**config.mk**
```make
export PLATFORM = sky130hd
export DESIGN_NAME = infix_to_postfix_converter_top
export DESIGN_NICKNAME = d
export VERILOG_FILES = /design/src/rtl/core/ifp_pkg.sv /design/src/rtl/core/ifp_cell.sv /design/src/rtl/core/ifp_stack.sv /design/src/rtl/core/infix_to_postfix_converter_top.sv
export VERILOG_INCLUDE_DIRS = /design/src /design/src/rtl/core
export SDC_FILE = /design/constraint.sdc
export NUM_CORES = 1
export LEC_CHECK = 0
export BUFFER_PORTS_ARGS = -buffer_cell sky130_fd_sc_hd__buf_2
export CORE_MARGIN = 5
export CORE_UTILIZATION = 55
export CTS_CLUSTER_SIZE = 12
export DETAILED_ROUTE_END_ITERATION = 10
export GPL_ROUTABILITY_DRIVEN = 0
export PLACE_DENSITY = 0.72
export SETUP_SLACK_MARGIN = 0.5
export SLEW_MARGIN = 5
export SYNTH_ARGS = -nofsm -noshare
export SYNTH_HDL_FRONTEND = slang
export SYNTH_SLANG_ARGS = --single-unit
```
**constraint.sdc**
```tcl
create_clock -name clk -period 11.3 [get_ports clk]
set_input_delay 2.26 -clock clk [delete_from_list [all_inputs] [get_ports clk]]
set_output_delay 2.26 -clock clk [all_outputs]
set_load 0.01 [all_outputs]
```
**src/rtl/core/assert_macros.svh**
```systemverilog
// Assertion helpers shared by the RTL. Simulation builds get the checks;
// synthesis builds define SYNTH and the macros expand to nothing.
`ifndef ASSERT_MACROS_SVH
`define ASSERT_MACROS_SVH

`ifndef SYNTH

// Check a property on every clock edge outside reset.
`define ASSERT_RST(name, clk, rst, prop) \
  name: assert property (@(posedge clk) disable iff (rst) prop) \
    else $error("assertion failed");

// Check a property on every clock edge, reset included.
`define ASSERT_ALWAYS(name, clk, prop) \
  name: assert property (@(posedge clk) prop) \
    else $error("assertion failed");

`else

`define ASSERT_RST(name, clk, rst, prop)
`define ASSERT_ALWAYS(name, clk, prop)

`endif

`endif

```
**src/rtl/core/ifp_pkg.sv**
```systemverilog
package ifp_pkg;

  // Operator stack depth (number of cells in the chain)
  localparam int STACK_DEPTH = 32;

  // ASCII characters the converter reacts to
  localparam logic [7:0] CH_A     = 8'h41;
  localparam logic [7:0] CH_Z     = 8'h5A;
  localparam logic [7:0] CH_PLUS  = 8'h2B;
  localparam logic [7:0] CH_MINUS = 8'h2D;
  localparam logic [7:0] CH_STAR  = 8'h2A;
  localparam logic [7:0] CH_SLASH = 8'h2F;
  localparam logic [7:0] CH_OPEN  = 8'h28;
  localparam logic [7:0] CH_CLOSE = 8'h29;

  // Stacked operator codes
  typedef enum logic [2:0] {
    OP_OPEN = 3'd0,
    OP_ADD  = 3'd1,
    OP_SUB  = 3'd2,
    OP_MUL  = 3'd3,
    OP_DIV  = 3'd4
  } op_code_t;

  // One stack entry; occ marks an occupied cell (occupancy is a thermometer)
  typedef struct packed {
    logic     occ;
    op_code_t code;
  } stk_ent_t;

  // Shared command broadcast to every cell
  typedef struct packed {
    logic     push;
    logic     pop;
    op_code_t code;
  } stk_ctl_t;

  // What the control logic sees of the stack
  typedef struct packed {
    logic     top_occ;
    op_code_t top_code;
    logic     full;
  } stk_view_t;

  // Map an operator code back to its ASCII character
  function automatic logic [7:0] op_char(input op_code_t code);
    logic [7:0] ch;
    case (code)
      OP_OPEN: ch = CH_OPEN;
      OP_ADD:  ch = CH_PLUS;
      OP_SUB:  ch = CH_MINUS;
      OP_MUL:  ch = CH_STAR;
      OP_DIV:  ch = CH_SLASH;
      default: ch = 8'h00;
    endcase
    return ch;
  endfunction

endpackage

```
**src/rtl/core/ifp_cell.sv**
```systemverilog
module ifp_cell (
  input  logic              clk,
  input  logic              rst,
  input  ifp_pkg::stk_ctl_t ctl,
  input  ifp_pkg::stk_ent_t from_up,
  input  ifp_pkg::stk_ent_t from_down,
  output ifp_pkg::stk_ent_t ent
);
  import ifp_pkg::*;

  // Occupancy: shift down on push, up on pop
  // Operator code follows the same moves, no reset needed
  always_ff @(posedge clk) begin
    if (rst) begin
      ent.occ <= 1'b0;
    end else if (ctl.push) begin
      ent.occ <= from_up.occ;
    end else if (ctl.pop) begin
      ent.occ <= from_down.occ;
    end
    if (ctl.push) begin
      ent.code <= from_up.code;
    end else if (ctl.pop) begin
      ent.code <= from_down.code;
    end
  end

endmodule

```
**src/rtl/core/ifp_stack.sv**
```systemverilog
module ifp_stack (
  input  logic               clk,
  input  logic               rst,
  input  ifp_pkg::stk_ctl_t  ctl,
  output ifp_pkg::stk_view_t view
);
  import ifp_pkg::*;

  stk_ent_t ent [STACK_DEPTH];

  // Chain of cells, cell 0 is the top of stack
  for (genvar i = 0; i < STACK_DEPTH; i++) begin : g_cell
    stk_ent_t up_ent;
    stk_ent_t down_ent;

    if (i == 0) begin : g_top
      assign up_ent = '{occ: 1'b1, code: ctl.code};
    end else begin : g_mid_up
      assign up_ent = ent[i-1];
    end

    if (i == STACK_DEPTH - 1) begin : g_bottom
      assign down_ent = '{occ: 1'b0, code: OP_OPEN};
    end else begin : g_mid_down
      assign down_ent = ent[i+1];
    end

    ifp_cell u_cell (
      .clk       (clk),
      .rst       (rst),
      .ctl       (ctl),
      .from_up   (up_ent),
      .from_down (down_ent),
      .ent       (ent[i])
    );
  end

  // Expose top entry and full flag
  assign view.top_occ  = ent[0].occ;
  assign view.top_code = ent[0].code;
  assign view.full     = ent[STACK_DEPTH-1].occ;

endmodule

```
**src/rtl/core/infix_to_postfix_converter_top.sv**
```systemverilog
// Channel  Dir  Handshake           Payload
// s_*      in   s_tvalid/s_tready   s_tdata = symbol, s_tlast = end_of_expression
// m_*      out  m_tvalid/m_tready   m_tdata = out_symbol, m_tlast = last_of_run,
//                                   m_tuser = has_symbol, expression_done, error
//
// One character is worked on at a time. A word is loaded, then entries are popped
// off the cell chain one by one as precedence requires, then the operator is pushed
// or the letter is emitted; an end word then flushes the rest of the stack, and a
// closing step finishes the character. Every working cycle waits while the
// output register is full and not taken.
// Reset (rst, synchronous) empties the stack and the error flag.
`include "assert_macros.svh"

module infix_to_postfix_converter_top (
  input  logic       clk,
  input  logic       rst,
  input  logic       s_tvalid,
  output logic       s_tready,
  input  logic [7:0] s_tdata,   // [7:0] symbol
  input  logic       s_tlast,   // end_of_expression
  output logic       m_tvalid,
  input  logic       m_tready,
  output logic [7:0] m_tdata,   // [7:0] out_symbol
  output logic       m_tlast,   // last_of_run
  output logic [2:0] m_tuser    // [0] has_symbol, [1] expression_done, [2] error
);
  import ifp_pkg::*;

  typedef enum logic [1:0] {
    ST_IDLE,
    ST_CHAR,
    ST_FLUSH,
    ST_FINAL
  } state_t;

  typedef enum logic [2:0] {
    CL_LETTER,
    CL_ADDSUB,
    CL_MULDIV,
    CL_OPEN,
    CL_CLOSE,
    CL_OTHER
  } cls_t;

  state_t     state;
  state_t     state_next;
  cls_t       cls;
  cls_t       cls_in;
  logic [7:0] sym;
  logic       eoe;
  logic       error_seen;
  logic       hold_valid;
  logic [7:0] hold_sym;

  stk_ctl_t   ctl;
  stk_view_t  view;

  logic       slot_free;
  logic       go;
  logic       accept;
  logic       emit_en;
  logic [7:0] emit_sym;
  logic       err_set;
  logic       fin;
  logic       load_out;
  op_code_t   push_code;
  state_t     after_char;

  ifp_stack u_stack (
    .clk  (clk),
    .rst  (rst),
    .ctl  (ctl),
    .view (view)
  );

  assign s_tready  = (state == ST_IDLE);
  assign accept    = s_tvalid && s_tready;
  assign slot_free = !m_tvalid || m_tready;
  assign go        = slot_free && (state != ST_IDLE);

  // Classify the incoming word
  always_comb begin
    if (s_tdata inside {[CH_A:CH_Z]}) begin
      cls_in = CL_LETTER;
    end else if (s_tdata == CH_PLUS || s_tdata == CH_MINUS) begin
      cls_in = CL_ADDSUB;
    end else if (s_tdata == CH_STAR || s_tdata == CH_SLASH) begin
      cls_in = CL_MULDIV;
    end else if (s_tdata == CH_OPEN) begin
      cls_in = CL_OPEN;
    end else if (s_tdata == CH_CLOSE) begin
      cls_in = CL_CLOSE;
    end else begin
      cls_in = CL_OTHER;
    end
  end

  // Operator code pushed for the held character
  always_comb begin
    case (sym)
      CH_PLUS:  push_code = OP_ADD;
      CH_MINUS: push_code = OP_SUB;
      CH_STAR:  push_code = OP_MUL;
      CH_SLASH: push_code = OP_DIV;
      default:  push_code = OP_OPEN;
    endcase
  end

  assign after_char = eoe ? ST_FLUSH : ST_FINAL;

  // Decide this cycle's stack move and emitted symbol
  always_comb begin
    state_next = state;
    ctl        = '{push: 1'b0, pop: 1'b0, code: push_code};
    emit_en    = 1'b0;
    emit_sym   = op_char(view.top_code);
    err_set    = 1'b0;
    fin        = 1'b0;
    case (state)
      ST_IDLE: begin
        if (accept) state_next = ST_CHAR;
      end
      ST_CHAR: begin
        if (go) begin
          case (cls)
            CL_LETTER: begin
              emit_en    = 1'b1;
              emit_sym   = sym;
              state_next = after_char;
            end
            CL_ADDSUB, CL_MULDIV, CL_OPEN: begin
              if (cls != CL_OPEN && view.top_occ &&
                  ((cls == CL_ADDSUB && view.top_code != OP_OPEN) ||
                   (cls == CL_MULDIV &&
                    (view.top_code == OP_MUL || view.top_code == OP_DIV)))) begin
                ctl.pop = 1'b1;
                emit_en = 1'b1;
              end else begin
                // drop the push on a full stack
                if (view.full) err_set = 1'b1;
                else           ctl.push = 1'b1;
                state_next = after_char;
              end
            end
            CL_CLOSE: begin
              if (view.top_occ && view.top_code != OP_OPEN) begin
                ctl.pop = 1'b1;
                emit_en = 1'b1;
              end else begin
                // discard the matching open paren, or flag an unmatched close
                if (view.top_occ) ctl.pop = 1'b1;
                else              err_set = 1'b1;
                state_next = after_char;
              end
            end
            default: state_next = after_char;
          endcase
        end
      end
      ST_FLUSH: begin
        if (go) begin
          if (view.top_occ) begin
            ctl.pop = 1'b1;
            emit_en = (view.top_code != OP_OPEN);
          end else begin
            state_next = ST_FINAL;
          end
        end
      end
      ST_FINAL: begin
        if (go) begin
          fin        = 1'b1;
          state_next = ST_IDLE;
        end
      end
      default: state_next = ST_IDLE;
    endcase
  end

  // Load the output register when a held symbol is released or the run closes
  assign load_out = (emit_en && hold_valid) || (fin && (hold_valid || eoe));

  // State, held result and output register
  always_ff @(posedge clk) begin
    if (rst) begin
      state      <= ST_IDLE;
      m_tvalid   <= 1'b0;
      hold_valid <= 1'b0;
      error_seen <= 1'b0;
    end else begin
      state <= state_next;
      if (load_out)      m_tvalid <= 1'b1;
      else if (m_tready) m_tvalid <= 1'b0;

      if (accept) begin
        sym <= s_tdata;
        eoe <= s_tlast;
        cls <= cls_in;
      end

      if (err_set) error_seen <= 1'b1;

      // Release the previous symbol once another one follows it
      if (emit_en) begin
        if (hold_valid) begin
          m_tdata  <= hold_sym;
          m_tlast  <= 1'b0;
          m_tuser  <= 3'b001;
        end
        hold_valid <= 1'b1;
        hold_sym   <= emit_sym;
      end

      // Close the run: last symbol, or a bare end marker
      if (fin) begin
        if (hold_valid || eoe) begin
          m_tdata  <= hold_valid ? hold_sym : 8'h00;
          m_tlast  <= 1'b1;
          m_tuser  <= {eoe & error_seen, eoe, hold_valid};
        end
        hold_valid <= 1'b0;
        if (eoe) error_seen <= 1'b0;
      end
    end
  end

  // Held symbol is always released before the next word is taken
  `ASSERT_RST(a_idle_hold_empty, clk, rst, s_tready |-> !hold_valid)
  // One word at a time: ready drops after an accept
  `ASSERT_RST(a_one_at_a_time, clk, rst, (s_tvalid && s_tready) |=> !s_tready)
  // Expression end always closes the run
  `ASSERT_RST(a_done_is_last, clk, rst, (m_tvalid && m_tuser[1]) |-> m_tlast)
  // Error is only reported with the end of the expression
  `ASSERT_RST(a_err_on_done, clk, rst, (m_tvalid && m_tuser[2]) |-> m_tuser[1])

endmodule
```
==> parameters.txt <==
Parameter                              Value

Status
  Result of the run ... finished clean

Worst setup path
  Worst EP required ... 11.33 ns
  CP cell instances ... buf_2 > nand2b_1 > and3_1 > and2_1 > nand2_1 > nand2_4
  Largest fanout on the critical path ... 96
  Slowest stage cell, crit path ... sky130_fd_sc_hd__nand2_4
  Worst Setup Start Kind ... input port
  Worst path arrival time ... 5.02 ns
  Internal reg-to-reg setup slack ... 7.36 ns
  Largest stage delay on the critical path ... 1.08 ns
  Worst r2r path cells ... 5
  Type of destination of the critical path ... flop
  Critical path class ... in2reg

Timing
  Min cycle time layout ... 4.99 ns
  Fmax ... 200 MHz
  RSZ-0062 raised after global routing ... no
  Number of hold violations in the final report ... 0
  Slew of the pin with the lowest slew margin ... 1.21 ns
  Worst setup slack after layout ... 6.31 ns
  Ratio of final minimum period to clock period ... 44.1%
  Setup TNS Final ... 0 ns
  Normalized max-slew margin ... 19.2%
  Number of max-slew violations in the final report ... 0
  Final number of setup-violating endpoints ... 0
  Worst Skew ... 0.00646 ns

Final layout
  Number of inserted filler cells in the final layout ... 1140
  Most used cells in the layout excluding fill and tap cells ... sky130_fd_sc_hd__nand2_1, sky130_fd_sc_hd__edfxtp_1, sky130_fd_sc_hd__dfxtp_1
  Area occupied by registers ... 4580 um^2
  Share of post-route cells with drive strength above 1 ... 8.28%
  Antenna Diode Count ... 0
  Number of nets in the layout ... 789
  Layout area overhead ... 9.14%
  Area of the multi-input gates ... 2760 um^2
  Most common cell after layout, fill and taps aside ... sky130_fd_sc_hd__nand2_1

Synthesis
  Most area-hungry cell type in the Yosys netlist ... sky130_fd_sc_hd__edfxtp_1
  Area fraction of the dominant cell type after synthesis ... 50.4%
  Warnings, synthesis ... 0
  Number of distinct library cells after synthesis ... 54
  EDFF count, synth ... 128
  Count of mapped cells out of synthesis ... 773
  Mapped Avg Cell Area ... 9.86 um^2
  Main synth FF type ... sky130_fd_sc_hd__edfxtp_1
  Ranking of synthesized cells by area ... sky130_fd_sc_hd__edfxtp_1, sky130_fd_sc_hd__nand2_1, sky130_fd_sc_hd__dfxtp_1
  Number of nets in the synthesized netlist ... 790
  Number of register bits inferred by synthesis ... 165
  Fraction of synthesis flops using an asynchronous set or reset pin ... 0%
  Register area share after synthesis ... 60.2%
  Mapped cell area ... 7620 um^2

Global routing
  Overflow after GRT ... 0
  Via count of the first global-routing pass ... 5073
  Antenna violations before repair ... 0
  Pin count of the biggest net entering global routing ... 127
  Global-route wire length before repair ... 23.0 mm
  GRT Resource Usage Total ... 17.0%

Pwr
  Total power divided by cell area ... 167 nW/um^2
  Worst voltage drop across the vdd grid ... 0.110 mV
  Pleak ... 3.24 nW

Detailed routing
  Routed Antenna Nets ... 0
  Initial detailed-routing violation count ... 561
  Total number of vias ... 5428
  Vias per cell ... 5.62
  Residual DRC ... 0
  DR pass1 iterations ... 5
  Average routed wire per standard cell ... 14.4 um
  Post-Route WL ... 13.9 mm

Floorplanning
  Overall die height ... 128 um
  Number of cell rows ... 43
  Floorplan die width ... 128 um
  Top Ports ... 27
  Starting utilization of the core area ... 55.5%
  Area of the die ... 16300 um^2
  Core Footprint ... 13700 um^2

CTS
  Number of resized instances in the post-cts repair step ... 0
  Clock root buffer ... sky130_fd_sc_hd__clkbuf_16
  Number of levels in the clock H-tree ... 4
  Worst-skew pair later-pin latency ... 0.42 ns
  Maximum number of buffers from clock root to sink ... 2
  CTS sink cnt ... 165
  TritonCTS clock tree ... built
  Post-CTS clock slew at the launch and capture registers of the worst setup and hold paths ... 0.06 ns
  Hold buffer count at CTS ... 0
  Setup bufs post-CTS ... 0
  Number of buffers created by CTS ... 17

Place
  Post-placement worst setup slack ... 5.91 ns
  Detailed Place HPWL ... 8.24 mm
  Number of port buffers ... 26

Min path
  Number of instances on the worst hold path ... 2
  Worst Hold Class ... reg2reg

Job
  Max-cap violations ... 0
[state kept, by name, summed over array words and instances (netlist names)]
signal,flops
u_stack.g_cell.u_cell.ent,128
hold_sym,8
m_tdata,8
sym,8
cls,3
m_tuser,3
state,2
eoe,1
error_seen,1
hold_valid,1
m_tlast,1
m_tvalid,1
[kinds of logic after synthesis]
kind of cell,after synthesis,synth area share (%)
AO/OA/AOI/OAI,106,10.4
XOR/XNOR,3,0.345
adder cells (fa/ha/maj),4,0.657
buffers and inverters,69,3.91
flip-flops,165,60.2
multiplexers,8,1.05
AND/OR/NAND/NOR,418,23.5
[cell type report]
cell class	instances	share of cell area, %
Clock buffer	19	5.20
Tap cell	180	2.71
Timing Repair Buffer	29	1.84
Inverter	20	0.903
Sequential cell	165	55.1
Clock inverter	13	1.10
Multi-Input combinational cell	539	33.1
[cells in the mapped netlist, types with 2 or more instances]
library cell and instances:
sky130_fd_sc_hd__inv_1 19, sky130_fd_sc_hd__and2_1 8, sky130_fd_sc_hd__a211o_1 14, sky130_fd_sc_hd__buf_1 3, sky130_fd_sc_hd__a21boi_0 2, sky130_fd_sc_hd__a31o_2 2
sky130_fd_sc_hd__mux2i_1 8, sky130_fd_sc_hd__o22ai_1 3, sky130_fd_sc_hd__nor4_1 5, sky130_fd_sc_hd__nor2_1 15, sky130_fd_sc_hd__clkbuf_1 30, sky130_fd_sc_hd__xnor2_1 3
sky130_fd_sc_hd__nor4b_1 2, sky130_fd_sc_hd__a21oi_1 15, sky130_fd_sc_hd__or4_1 14, sky130_fd_sc_hd__nor2b_1 2, sky130_fd_sc_hd__nor3_1 7, sky130_fd_sc_hd__a31oi_1 3
sky130_fd_sc_hd__nand4_1 4, sky130_fd_sc_hd__nand2_1 324, sky130_fd_sc_hd__edfxtp_1 128, sky130_fd_sc_hd__nand2b_1 5, sky130_fd_sc_hd__o21a_1 6, sky130_fd_sc_hd__and3_1 7
sky130_fd_sc_hd__nand3_1 17, sky130_fd_sc_hd__o221ai_1 26, sky130_fd_sc_hd__ha_1 4, sky130_fd_sc_hd__o21ai_0 10, sky130_fd_sc_hd__buf_6 3, sky130_fd_sc_hd__a21o_1 2
sky130_fd_sc_hd__dfxtp_1 37, sky130_fd_sc_hd__a221oi_1 3, sky130_fd_sc_hd__buf_2 13, sky130_fd_sc_hd__o31ai_1 3, sky130_fd_sc_hd__o211ai_1 6, sky130_fd_sc_hd__o21bai_1 2
[worst max-delay path, delay by kind of cell]
family / cells / cell delay (ns)
buf+inv: 1 / 0.09
simple gates: 5 / 2.60
[report_power, final]
| group | switching (mW) | internal [mW] | leakage (nW) |
|---|---|---|---|
| logic | 0.108 | 0.0520 | 1.52 |
| clock network | 0.222 | 0.297 | 0.258 |
| registers | 0.0182 | 0.691 | 1.45 |
| total | 0.348 | 1.04 | 3.24 |
[worst paths after layout]
check | to | from
worst max-delay path | u_stack.g_cell[7].u_cell.ent[2] | m_tready
worst min-delay path | u_stack.g_cell[31].u_cell.ent[3] | u_stack.g_cell[30].u_cell.ent[3]
worst max register to register | u_stack.g_cell[7].u_cell.ent[2] | u_stack.g_cell[0].u_cell.ent[1]
worst min register to register | u_stack.g_cell[31].u_cell.ent[3] | u_stack.g_cell[30].u_cell.ent[3]
[layer usage]
metal	global-route usage (%)	share of wire, %	vias to the layer above
met1	23.1	47	2595
li1	-	-	2709
met4	4.37	0.67	0
met2	27.5	47	115
met3	4.54	4.6	9
met5	0	0	-
[metrics by stage]
| step | util (%) | instance area (um^2) | power [mW] | hold WS, ns | std cells |
|---|---|---|---|---|---|
| floorplan | - | 7620 | 0.841 | 0.445 | 773 |
| global placement | 56.8 | 7790 | 0.874 | 0.459 | 933 |
| detailed placement | 56.8 | 7790 | 0.880 | 0.476 | 933 |
| CTS | 60.6 | 8320 | 1.40 | 0.486 | 965 |
| global route | 60.6 | 8320 | 1.45 | 0.525 | 965 |
| finish | 60.6 | 8320 | 1.39 | 0.486 | 965 |
Note: power is estimated with default switching activity, not from simulation.
